==> config.mk <==
export PLATFORM = sky130hd
export DESIGN_NAME = byte_ring_fifo_top
export DESIGN_NICKNAME = d
export VERILOG_FILES = /design/src/sv/brf_pkg.sv /design/src/sv/byte_ring_fifo_top.sv /design/src/sv/brf_csr.sv /design/src/sv/brf_ctrl.sv /design/src/sv/brf_dp.sv
export SDC_FILE = /design/constraint.sdc
export NUM_CORES = 2
export LEC_CHECK = 0
export ABC_AREA = 1
export BUFFER_PORTS_ARGS = -buffer_cell sky130_fd_sc_hd__buf_2
export CAP_MARGIN = 10
export CORE_UTILIZATION = 30
export DETAILED_ROUTE_END_ITERATION = 6
export PLACE_DENSITY = 0.45
export REMOVE_ABC_BUFFERS = 1
export SYNTH_ARGS = -nofsm -noshare
export SYNTH_HDL_FRONTEND = slang
export SYNTH_SLANG_ARGS = --single-unit
==> constraint.sdc <==
create_clock -name clock -period 3.5 [get_ports clock]
set_clock_uncertainty 0.15 [all_clocks]
set_input_delay 0.7 -clock clock [delete_from_list [all_inputs] [get_ports clock]]
set_output_delay 0.7 -clock clock [all_outputs]
set_load 0.005 [all_outputs]
==> src/sv/brf_pkg.sv <==
// ----------------------------------------------------------------------------
// brf_pkg
// Types, codes and constants of the byte ring FIFO.
// ----------------------------------------------------------------------------
package brf_pkg;

   localparam int DEPTH_DEFAULT     = 256;
   localparam int MAX_BURST_DEFAULT = 64;

   localparam int DATA_W  = 8;
   localparam int LEN_W   = 7;
   localparam int COUNT_W = 9;
   localparam int BSIZE_W = 9;

   localparam logic [BSIZE_W-1:0] BSIZE_RESET = 9'd256;

   localparam int CSR_ADDR_W = 3;
   localparam int CSR_DATA_W = 32;
   localparam int CSR_IDX_W  = 1;

   localparam logic [CSR_IDX_W-1:0] REG_BUFFER_SIZE = 1'd0;

   typedef enum logic [1:0] {
      OP_PUSH  = 2'd0,
      OP_POP   = 2'd1,
      OP_BURST = 2'd2,
      OP_CLEAR = 2'd3
   } op_type;

   typedef enum logic [1:0] {
      STATUS_OK    = 2'd0,
      STATUS_FULL  = 2'd1,
      STATUS_EMPTY = 2'd2
   } status_type;

   typedef enum logic {
      ST_IDLE  = 1'b0,
      ST_BURST = 1'b1
   } state_type;

   typedef struct packed {
      logic       push;
      logic       pop;
      logic       clear;
      logic       emit;
      status_type status;
      logic       last;
      logic       data_sel;
   } cmd_type;

   typedef struct packed {
      logic             empty;
      logic             full;
      logic [LEN_W-1:0] burst_len;
   } dp_status_type;

endpackage

==> src/sv/byte_ring_fifo_top.sv <==
// ----------------------------------------------------------------------------
// byte_ring_fifo_top
// Byte FIFO in a circular store with a programmable wrap size.
// ----------------------------------------------------------------------------
// A request is taken when start is high and busy is low. Push, pop and clear
// each return a single result, which shows on rsp_valid in the next
// cycle, so these can be issued back to back. A burst pop of n bytes keeps busy
// high until its last byte is read and returns one byte per cycle, paced by
// the single read port of the byte store; results start the cycle after the
// request and the last one carries rsp_last. Results cannot be held off:
// sample them on every cycle with rsp_valid high. No initialization pass is
// needed after reset. Change buffer_size only while no results are outstanding.
// ----------------------------------------------------------------------------
module byte_ring_fifo_top
   import brf_pkg::*;
#(
   parameter int DEPTH     = DEPTH_DEFAULT,
   parameter int MAX_BURST = MAX_BURST_DEFAULT
) (
   input  logic                  clock,
   input  logic                  reset,
   input  logic                  start,
   output logic                  busy,
   input  logic [1:0]            req_operation,
   input  logic [DATA_W-1:0]     req_push_data,
   input  logic [LEN_W-1:0]      req_read_len,
   output logic                  rsp_valid,
   output logic [1:0]            rsp_status,
   output logic [DATA_W-1:0]     rsp_data_out,
   output logic                  rsp_last,
   output logic [COUNT_W-1:0]    rsp_stored_count,
   output logic [COUNT_W-1:0]    rsp_free_space,
   input  logic                  psel,
   input  logic                  penable,
   input  logic                  pwrite,
   input  logic [CSR_ADDR_W-1:0] paddr,
   input  logic [CSR_DATA_W-1:0] pwdata,
   output logic [CSR_DATA_W-1:0] prdata,
   output logic                  pready
);

   logic [BSIZE_W-1:0] buffer_size;
   cmd_type            cmd;
   dp_status_type      dp_status;

   brf_csr u_csr (
      .clock       (clock),
      .reset       (reset),
      .psel        (psel),
      .penable     (penable),
      .pwrite      (pwrite),
      .paddr       (paddr),
      .pwdata      (pwdata),
      .prdata      (prdata),
      .pready      (pready),
      .buffer_size (buffer_size)
   );

   brf_ctrl u_ctrl (
      .clock         (clock),
      .reset         (reset),
      .start         (start),
      .req_operation (req_operation),
      .dp_status     (dp_status),
      .cmd           (cmd),
      .busy          (busy)
   );

   brf_dp #(
      .DEPTH     (DEPTH),
      .MAX_BURST (MAX_BURST)
   ) u_dp (
      .clock            (clock),
      .reset            (reset),
      .cmd              (cmd),
      .req_push_data    (req_push_data),
      .req_read_len     (req_read_len),
      .buffer_size      (buffer_size),
      .dp_status        (dp_status),
      .rsp_valid        (rsp_valid),
      .rsp_status       (rsp_status),
      .rsp_data_out     (rsp_data_out),
      .rsp_last         (rsp_last),
      .rsp_stored_count (rsp_stored_count),
      .rsp_free_space   (rsp_free_space)
   );

endmodule

==> src/sv/brf_csr.sv <==
// ----------------------------------------------------------------------------
// brf_csr
// Configuration register file: buffer size register on an APB-style port.
// ----------------------------------------------------------------------------
module brf_csr
   import brf_pkg::*;
(
   input  logic                  clock,
   input  logic                  reset,
   input  logic                  psel,
   input  logic                  penable,
   input  logic                  pwrite,
   input  logic [CSR_ADDR_W-1:0] paddr,
   input  logic [CSR_DATA_W-1:0] pwdata,
   output logic [CSR_DATA_W-1:0] prdata,
   output logic                  pready,
   output logic [BSIZE_W-1:0]    buffer_size
);

   logic [BSIZE_W-1:0]   bsize_ff;
   logic [BSIZE_W-1:0]   bsize_in;
   logic [CSR_IDX_W-1:0] reg_idx;
   logic                 wr_en;

   assign reg_idx = paddr[CSR_ADDR_W-1:2];
   assign wr_en   = psel && penable && pwrite && (reg_idx == REG_BUFFER_SIZE);

   always_comb begin
      bsize_in = bsize_ff;
      if (wr_en) begin
         bsize_in = pwdata[BSIZE_W-1:0];
      end
   end

   always_ff @(posedge clock) begin
      if (reset) begin
         bsize_ff <= BSIZE_RESET;
      end else begin
         bsize_ff <= bsize_in;
      end
   end

   always_comb begin
      prdata = '0;
      if (reg_idx == REG_BUFFER_SIZE) begin
         prdata = {{(CSR_DATA_W-BSIZE_W){1'b0}}, bsize_ff};
      end
   end

   assign pready      = 1'b1;
   assign buffer_size = bsize_ff;

endmodule

==> src/sv/brf_ctrl.sv <==
// ----------------------------------------------------------------------------
// brf_ctrl
// Request sequencer: decodes operations and steps burst pops byte by byte.
// ----------------------------------------------------------------------------
module brf_ctrl
   import brf_pkg::*;
(
   input  logic          clock,
   input  logic          reset,
   input  logic          start,
   input  logic [1:0]    req_operation,
   input  dp_status_type dp_status,
   output cmd_type       cmd,
   output logic          busy
);

   state_type        state_ff;
   state_type        state_in;
   logic [LEN_W-1:0] remain_ff;
   logic [LEN_W-1:0] remain_in;

   always_ff @(posedge clock) begin
      if (reset) begin
         state_ff  <= ST_IDLE;
         remain_ff <= '0;
      end else begin
         state_ff  <= state_in;
         remain_ff <= remain_in;
      end
   end

   always_comb begin
      state_in  = state_ff;
      remain_in = remain_ff;
      cmd       = '0;
      case (state_ff)
         ST_IDLE: begin
            if (start) begin
               cmd.emit = 1'b1;
               cmd.last = 1'b1;
               case (op_type'(req_operation))
                  OP_PUSH: begin
                     if (dp_status.full) begin
                        cmd.status = STATUS_FULL;
                     end else begin
                        cmd.push   = 1'b1;
                        cmd.status = STATUS_OK;
                     end
                  end
                  OP_POP: begin
                     if (dp_status.empty) begin
                        cmd.status = STATUS_EMPTY;
                     end else begin
                        cmd.pop      = 1'b1;
                        cmd.data_sel = 1'b1;
                        cmd.status   = STATUS_OK;
                     end
                  end
                  OP_BURST: begin
                     if (dp_status.empty) begin
                        cmd.status = STATUS_EMPTY;
                     end else begin
                        cmd.pop      = 1'b1;
                        cmd.data_sel = 1'b1;
                        cmd.status   = STATUS_OK;
                        cmd.last     = (dp_status.burst_len == LEN_W'(1));
                        remain_in    = dp_status.burst_len - LEN_W'(1);
                        if (dp_status.burst_len != LEN_W'(1)) begin
                           state_in = ST_BURST;
                        end
                     end
                  end
                  OP_CLEAR: begin
                     cmd.clear  = 1'b1;
                     cmd.status = STATUS_OK;
                  end
                  default: begin
                     cmd.status = STATUS_OK;
                  end
               endcase
            end
         end
         ST_BURST: begin
            cmd.emit     = 1'b1;
            cmd.pop      = 1'b1;
            cmd.data_sel = 1'b1;
            cmd.status   = STATUS_OK;
            cmd.last     = (remain_ff == LEN_W'(1));
            remain_in    = remain_ff - LEN_W'(1);
            if (remain_ff == LEN_W'(1)) begin
               state_in = ST_IDLE;
            end
         end
         default: begin
            state_in = ST_IDLE;
         end
      endcase
   end

   assign busy = (state_ff != ST_IDLE);

endmodule

==> src/sv/brf_dp.sv <==
// ----------------------------------------------------------------------------
// brf_dp
// Datapath: byte store, wrapping pointers, fill count and result registers.
// ----------------------------------------------------------------------------
module brf_dp
   import brf_pkg::*;
#(
   parameter int DEPTH     = DEPTH_DEFAULT,
   parameter int MAX_BURST = MAX_BURST_DEFAULT
) (
   input  logic               clock,
   input  logic               reset,
   input  cmd_type            cmd,
   input  logic [DATA_W-1:0]  req_push_data,
   input  logic [LEN_W-1:0]   req_read_len,
   input  logic [BSIZE_W-1:0] buffer_size,
   output dp_status_type      dp_status,
   output logic               rsp_valid,
   output logic [1:0]         rsp_status,
   output logic [DATA_W-1:0]  rsp_data_out,
   output logic               rsp_last,
   output logic [COUNT_W-1:0] rsp_stored_count,
   output logic [COUNT_W-1:0] rsp_free_space
);

   localparam int PTR_W = $clog2(DEPTH);
   localparam int CMP_W = (PTR_W + 1 > BSIZE_W) ? PTR_W + 1 : BSIZE_W;

   logic [DATA_W-1:0] mem [DEPTH];

   logic [PTR_W-1:0]   wr_ptr_ff;
   logic [PTR_W-1:0]   wr_ptr_in;
   logic [PTR_W-1:0]   rd_ptr_ff;
   logic [PTR_W-1:0]   rd_ptr_in;
   logic [COUNT_W-1:0] fill_ff;
   logic [COUNT_W-1:0] fill_in;
   logic [DATA_W-1:0]  rd_data_ff;
   logic               rsp_valid_ff;
   status_type         rsp_status_ff;
   logic               rsp_last_ff;
   logic               data_sel_ff;

   logic [CMP_W-1:0]   eff_ext;
   logic [CMP_W-1:0]   bsize_ext;
   logic [CMP_W-1:0]   fill_ext;
   logic [CMP_W-1:0]   wr_next_ext;
   logic [CMP_W-1:0]   rd_next_ext;
   logic [PTR_W-1:0]   wr_adv;
   logic [PTR_W-1:0]   rd_adv;
   logic [LEN_W-1:0]   len_min1;
   logic [LEN_W-1:0]   len_sat;

   // effective size: register value capped at the store depth
   assign bsize_ext = CMP_W'(buffer_size);
   assign eff_ext   = (bsize_ext > CMP_W'(DEPTH)) ? CMP_W'(DEPTH) : bsize_ext;
   assign fill_ext  = CMP_W'(fill_ff);

   assign wr_next_ext = CMP_W'(wr_ptr_ff) + CMP_W'(1);
   assign rd_next_ext = CMP_W'(rd_ptr_ff) + CMP_W'(1);

   assign wr_adv = (wr_next_ext >= eff_ext || wr_next_ext >= CMP_W'(DEPTH)) ?
                   '0 : wr_next_ext[PTR_W-1:0];
   assign rd_adv = (rd_next_ext >= eff_ext || rd_next_ext >= CMP_W'(DEPTH)) ?
                   '0 : rd_next_ext[PTR_W-1:0];

   // burst length: zero means one, capped at MAX_BURST and at the fill count
   assign len_min1 = (req_read_len == '0) ? LEN_W'(1) : req_read_len;
   assign len_sat  = (len_min1 > LEN_W'(MAX_BURST)) ? LEN_W'(MAX_BURST) : len_min1;

   always_comb begin
      dp_status.empty     = (fill_ff == '0);
      dp_status.full      = (fill_ext >= eff_ext);
      dp_status.burst_len = (COUNT_W'(len_sat) > fill_ff) ? fill_ff[LEN_W-1:0] : len_sat;
   end

   always_comb begin
      wr_ptr_in = wr_ptr_ff;
      rd_ptr_in = rd_ptr_ff;
      fill_in   = fill_ff;
      if (cmd.push) begin
         wr_ptr_in = wr_adv;
         fill_in   = fill_ff + COUNT_W'(1);
      end
      if (cmd.pop) begin
         rd_ptr_in = rd_adv;
         fill_in   = fill_ff - COUNT_W'(1);
      end
      if (cmd.clear) begin
         rd_ptr_in = wr_ptr_ff;
         fill_in   = '0;
      end
   end

   always_ff @(posedge clock) begin
      if (reset) begin
         wr_ptr_ff    <= '0;
         rd_ptr_ff    <= '0;
         fill_ff      <= '0;
         rsp_valid_ff <= 1'b0;
      end else begin
         wr_ptr_ff    <= wr_ptr_in;
         rd_ptr_ff    <= rd_ptr_in;
         fill_ff      <= fill_in;
         rsp_valid_ff <= cmd.emit;
      end
   end

   always_ff @(posedge clock) begin
      rsp_status_ff <= cmd.status;
      rsp_last_ff   <= cmd.last;
      data_sel_ff   <= cmd.data_sel;
   end

   always_ff @(posedge clock) begin
      if (cmd.push) begin
         mem[wr_ptr_ff] <= req_push_data;
      end
      if (cmd.pop) begin
         rd_data_ff <= mem[rd_ptr_ff];
      end
   end

   assign rsp_valid        = rsp_valid_ff;
   assign rsp_status       = rsp_status_ff;
   assign rsp_data_out     = data_sel_ff ? rd_data_ff : '0;
   assign rsp_last         = rsp_last_ff;
   assign rsp_stored_count = fill_ff;
   assign rsp_free_space   = (fill_ext < eff_ext) ?
                             COUNT_W'(eff_ext - fill_ext) : '0;

endmodule

# Word-level counts from Yosys, hierarchy flattened
# Memory sizes are Yosys's and may differ from the RTL's. A register that Yosys moved wholly into a read port is not among the register bits.
# Index checks and enable logic that the tools add are counted.
# Widths: inputs -> output; s select.
# word_totals
inputBits	58
ram_bits	2048
ff_bits	47
elab_cells	92
n_memories	1
out_inout_bits	64
# mem_list
memory	words	word_bits	read_ports	rd_ports_with_merged_regs	wr	line	source
u_dp.mem	256	8	1	1	1	brf_dp.sv:29	logic [DATA_W-1:0] mem [DEPTH];
# op_classes
eq_ne	9
reduce_logical	13
addsub	7
bitwise	2
muxes	41
magnitude_cmp	9
# op_table
operator	n
$mux 8	6
$mux 9	5
$mux 7	6
$ge 9x9->1	3
$add 8x1->9 const B	2
$ge 9x9->1 const B	2
$mux 1	16
$eq 7x1->1 const B	2
$pmux 7 s2	1
$sub 7x1->7 const B	2
$pmux 5 s2	1
$add 9x1->9 const B	1
$gt 7x9->1	1
$gt 9x9->1 const B	1
$logic_not 9->1	1
$lt 9x9->1	1
$sub 9x1->9 const B	1
$sub 9x9->9	1
$gt 7x7->1 const B	1
$logic_not 7->1	1
$ne 7x1->1 const B	1
$ne 2x2->1 const B	3
$pmux 1 s2	3
$pmux 2 s3	1
other kinds (10)	18

# Depth between registers and ports, before layout
# logic_depth
depth_word	13
ltp_mapped	23
ltp_nobuf	22

# Modules after synthesis
# Synthesis repeated with hierarchy kept, for this count alone.
# unflattened
cells_unflattened	8613
hier_area_um2	91686.7
# by_module_without_submodules
mod	n_inst	cells_each	seq_area_each_um2	area_each_um2
brf_dp	1	8383	62339.8	90175.2
brf_ctrl	1	125	160.2	792.0
brf_csr	1	105	180.2	719.4

# Least setup slack after synthesis
# OpenSTA, ideal clock, no wires.
# synth_path
path_kind	reg-to-reg
from	register u_csr.bsize_ff[8], in the netlist u_csr.buffer_size[8]
to	memory u_dp.mem[113][0] (enable)
setup_slack_ns	0.303
arrival_ns	2.677
required_ns	2.980
path_stages_with_launch	14
period_less_slack_ns	3.197
n_path_buf	1
setup_ns	0.370
cell_sequence	dfxtp_1 -> inv_1 -> a21oi_1 -> nor2_1 -> ha_1 -> inv_2 -> nor3_2 -> nand3_1 -> nand4_2 -> nand4_4 -> clkinv_4 -> nand4_4 -> buf_2 -> nor2_1
# synth_via
elab_chain_len	9
# synth_rtl
item	line	source
start, declared	brf_csr.sv:20	logic [BSIZE_W-1:0] bsize_ff;
start signal, assigned	brf_csr.sv:39	bsize_ff <= bsize_in;
$gt 9x9->1	brf_dp.sv:55	assign eff_ext = (bsize_ext > CMP_W'(DEPTH)) ? CMP_W'(DEPTH) : bsize_ext;
$mux 9 (*)	brf_dp.sv:55	
$ge 9x9->1 (*)	brf_dp.sv:72	dp_status.full = (fill_ext >= eff_ext);
$mux 1 (*)	brf_ctrl.sv:43	if (dp_status.full) begin
$mux 1 (*)	brf_ctrl.sv:41	case (op_type'(req_operation))
$mux 8 (*)	brf_ctrl.sv:38	if (start) begin
$mux 1 (*)	brf_ctrl.sv:36	case (state_ff)
$mux 1 (*)	brf_dp.sv:115	if (cmd.push) begin
$mux 1 (not written as such) (*)	brf_dp.sv:116	mem[wr_ptr_ff] <= req_push_data;
end, declared	brf_dp.sv:29	
# Every way passes the cells marked *; elsewhere a longest branch is shown, timed or not.

# Final worst setup path
# layout_path
from	register u_csr.bsize_ff[7], in the netlist u_csr.buffer_size[7]
to	output port rsp_free_space[8]
# layout_via
elab_chain_len	4
word_cells_on_any_way	5
cone_classes	1 x add/sub; 2 x order compare; 2 x mux
# layout_rtl
item	line	source
$gt 9x9->1	brf_dp.sv:55	
$mux 9 (*)	brf_dp.sv:55	
$sub 9x9->9 or $lt 9x9->1 (tied branches)	brf_dp.sv:129, brf_dp.sv:128	
$mux 9 (*)	brf_dp.sv:128	assign rsp_free_space = (fill_ext < eff_ext) ?
end, declared	byte_ring_fifo_top.sv:32	output logic [COUNT_W-1:0] rsp_free_space,
# Marks and branches as above.

==> results.md <==
STA:
- For the finished layout, the period the worst path requires is 3990 ps.
- For the pin with the worst max-slew slack, the measured transition is 886 ps.
- Setup repair after global routing could not meet its margin everywhere.
- Across all setup checks in the final design, the least slack found is -492 ps.
- Based on the critical path, the design can be clocked at up to 251 MHz.
- Headroom to the max-slew limit came out at 41.0%.
- In the finished design, the share of the clock period the worst path needs comes to 114%.
- The minimum hold slack is 74.9 ps.
- For the final routed database, the setup TNS stands at -52500 ps.
- The setup-violating endpoint count in the final report is 1139.
- The final number of max-transition violations was 0.
- The hold violation total from the final report is 0.

Placed design:
- The cell area reported after detailed placement is 0.0958 mm2.
- The congestion estimate from routability-driven global placement came to 0.860.
- Including well taps, the total number of placed cells is 11449.
- Port buffering added 72 buffers.
- The HPWL after detailed placement is 164000 um.

Die:
- The number of placement rows is 197.
- From bottom edge to top edge, the die measures 541 um.
- 122 I/O pins were placed.
- The core area is 0.288 mm2.
- The floorplan step defined a die boundary enclosing 0.292 mm2.
- The initial core utilization is 30.2%.
- The die outline width is 541 um.

Synth:
- The count of flip-flops with a built-in enable after synthesis is 2056.
- Sequential elements use 72.0% of the synthesized area.
- The most frequent cell after synthesis is sky130_fd_sc_hd__edfxtp_1.
- Counting instances in the post-synthesis netlist gives the leading cell types as sky130_fd_sc_hd__edfxtp_1 (2056), sky130_fd_sc_hd__nand2_1 (1674), sky130_fd_sc_hd__nor2_1 (918), sky130_fd_sc_hd__o21ai_0 (635), sky130_fd_sc_hd__a21oi_1 (546).
- The largest total area in the synthesized netlist belongs to sky130_fd_sc_hd__edfxtp_1.
- The flip-flop and latch count after synthesis is 2103.
- The number of warnings issued by yosys is 0.
- For this run, asynchronously set or reset flops after synthesis account for 0%.
- The number of distinct library cell variants in the gate-level netlist after synthesis is 49.
- The cell count after synthesis came out at 7459.
- After synthesis, the mean cell area works out to 11.7 um2.
- The top cell type by area accounts for 70.9% of the synthesized area.
- Ranked by total cell area, the synthesized netlist is headed by sky130_fd_sc_hd__edfxtp_1 (71%), sky130_fd_sc_hd__nand2_1 (7.2%), sky130_fd_sc_hd__nor2_1 (4.0%).
- The synthesized netlist occupies a cell area of 0.0870 mm2.
- The dominant register cell in the synthesized netlist is sky130_fd_sc_hd__edfxtp_1.

Clock tree:
- For this design, the sink count on the clock tree is 2103.
- TritonCTS built the clock tree.
- After clock tree synthesis, the clock-pin slew on the worst setup and hold paths is 50 ps.
- The later-pin clock latency in the skew report is 890 ps.
- The cell sitting at the root of the clock tree is a sky130_fd_sc_hd__clkbuf_16.
- The maximum level of the CTS H-tree is 4.
- The worst-case clock buffer depth is 4.
- In this run, CTS created clock tree buffers numbering 232.

Setup path:
- The worst setup path is of the register to primary output kind.
- The count of cells along the worst register-to-register path is 19.
- STA puts the critical path data arrival time at 3140 ps.
- The endpoint of the most critical register-to-register path is u_dp.mem[209][5].
- The startpoint type of the worst setup path is a register.
- Along the worst path, the maximum fanout reaches 7.
- The beginning of the worst register-to-register path is u_csr.buffer_size[7].
- The required time at the endpoint of the critical path is 2650 ps.
- The endpoint kind of the worst setup timing path is a primary output.
- The worst reg-to-reg setup slack is -120 ps.

Final layout:
- After the flow finishes, the layout carries non-filler instances totaling 11907.
- Summing all flip-flop and latch instances after layout gives 0.0627 mm2.
- The area of combinational cells with multiple inputs is 0.0220 mm2.
- The proportion of layout cells with a drive suffix above 1 is 15.0%.
- The final layout net count is 8062.
- The number of fillers in the final layout is 28223.
- Once layout is done, the placed cells without fillers occupy 0.105 mm2.
- The area growth from synthesis to layout is 20.5%.

Routing:
- The final routed wire length divided by cell count is 23.0 um.
- The routed layout has 58403 vias.
- The post-route DRC violation count is 0.
- The violation count after the first detailed-route iteration is 5207.
- The final routed wirelength across all metal layers is 274000 um.
- The total iterations of the first detailed-routing run is 5.
- The number of vias per cell after detailed routing is 4.90.
- In this run the remaining antenna-violating nets after routing total 0.

Power:
- The relative contribution of sequential cells to total power is 44.9%.
- The power density over the cells is 593 mW/mm2.
- Of the total power, the share spent switching nets is 27.6%.
- The power after layout is 62100 uW.
- The worst voltage drop across the vdd grid is 0.397 mV.
- The clock network accounts for 38.9% of the total power.
- The analysis attributes to net switching a power of 17200 uW.
- In this run the static leakage power is 0.0374 uW.
- Internal power comes to 45000 uW.
- In this run, the combinational gates consume 16.2% of the power.

Worst hold path:
- For hold timing, the worst endpoint is u_csr.buffer_size[8].
- The number of cells traversed by the worst hold path is 3.
- The start point of the worst hold path is penable.
- In this run the worst hold path is classified as input port to register.

GRT:
- The via count of the first global-routing pass is 57180.
- Global routing finished with a remaining overflow of 0.
- In the global route stage, overall resource usage came out at 18.2%.
- The maximum number of pins on one net before global-route repair is 123.
- The first global-routing pass estimated 396000 um of wire.
- The number of antenna violations at the first check in global routing is 7.

Run status:
- The checks that failed: negative setup slack.
- The run finished, with violations left.

Job:
- The max-cap violation count is 0.
## worst max-delay path: stages (launching register included)
cell	delay (ps)
sky130_fd_sc_hd__dfxtp_2	330
sky130_fd_sc_hd__nor4_4	330
sky130_fd_sc_hd__a21oi_4	140
sky130_fd_sc_hd__buf_6	140
sky130_fd_sc_hd__nor2_4	100
sky130_fd_sc_hd__ha_4	230
sky130_fd_sc_hd__a21oi_2	240
sky130_fd_sc_hd__o21ai_4	90
sky130_fd_sc_hd__nand2_1	80
sky130_fd_sc_hd__nand4_2	130
sky130_fd_sc_hd__nand2_2	100
sky130_fd_sc_hd__buf_4	140
sky130_fd_sc_hd__nor2_1	60
sky130_fd_sc_hd__buf_2	120
## cell type report
class | count | share of cell area [%]
diodes | 2 | 0.00477
multi-input cells | 4673 | 21.0
repair buffers | 720 | 6.80
inverters | 218 | 0.829
clock buffers | 274 | 5.75
flip-flops and latches | 2103 | 59.8
clock inverters | 136 | 1.29
well taps | 3781 | 4.51
## cell usage in the layout, fill, tap and decap left out, drive strengths merged, types with 150 or more instances in the layout
| master | netlist | routed |
|---|---|---|
| nand3 | 326 | 326 |
| clkbuf | 207 | 278 |
| a21oi | 546 | 546 |
| inv | 214 | 216 |
| o22ai | 245 | 245 |
| edfxtp | 2056 | 2056 |
| nor3 | 150 | 150 |
| nor2 | 922 | 922 |
| o21ai | 636 | 636 |
| nand2 | 1676 | 1676 |
| buf | 280 | 705 |
## registers in the layout (all words and copies together) (netlist names)
| register | flops |
|---|---|
| u_ctrl.remain_ff | 7 |
| u_dp.wr_ptr_ff | 8 |
| u_dp.rsp_last | 1 |
| u_dp.rd_data_ff | 8 |
| u_dp.rsp_valid | 1 |
| u_dp.rsp_status | 2 |
| u_ctrl.busy | 1 |
| u_dp.mem | 2048 |
| u_csr.buffer_size | 9 |
| u_dp.data_sel_ff | 1 |
| u_dp.rd_ptr_ff | 8 |
| u_dp.rsp_stored_count | 9 |
## through the flow
stage               setup slack [ps]  utilization, %
global route                    -637            36.4
CTS                             -513            35.9
floorplan                     -39960               -
global placement                -202            33.2
detailed placement              -220            33.2
finish                          -492            36.4
## power groups by stage
stage	logic (uW)	registers, uW	clock network (uW)
after global routing	11200	27900	25600
after global placement	9800	28400	0
final	10100	27900	24200
after floorplan	3950	28700	0
after detailed placement	9840	28400	0
after CTS	9970	27900	24700
## per-layer routing
layer	routed length, um	up-vias	part of all wire (%)	track usage [%]
met4	6330	0	2.3	4.54
met3	13600	345	5.0	2.25
met5	0	-	0	0
met1	124000	29150	45	25.5
met2	130000	1525	47	29.9
li1	-	27383	-	-
## cell families after synthesis
group           after synthesis  synth area share, %
fa+ha+maj                    56                0.822
buf+inv                     705                 3.64
simple gates               3096                 14.3
flops                      2103                 72.0
compound gates             1474                 8.97
xor+xnor                     23                0.231
other cells                   2              0.00863
## worst max-delay path by stage
stage	start	end	slack, ps	cells after the start
after global placement	u_csr.buffer_size[0]	u_dp.mem[29][2]	-200	15
after detailed placement	u_csr.buffer_size[4]	u_dp.mem[29][2]	-220	15
final	u_csr.buffer_size[7]	rsp_free_space[8]	-490	13
after floorplan	u_dp.rd_ptr_ff[0]	u_dp.rd_ptr_ff[0]	-39960	13
after global routing	u_csr.buffer_size[7]	rsp_free_space[2]	-640	14
after CTS	u_csr.buffer_size[0]	rsp_free_space[8]	-510	14
## what timing repair did
| action | CTS | global route |
|---|---|---|
| setup buffers | 16 | 17 |
| gates cloned | 0 | 4 |
| hold endpoints to repair | 23 | 0 |
| hold buffers | 11 | 0 |
| pin swaps | 16 | 31 |
| setup endpoints to repair | 878 | 1991 |
| gates resized for setup | 53 | 260 |
(Power assumes the default switching activity.)
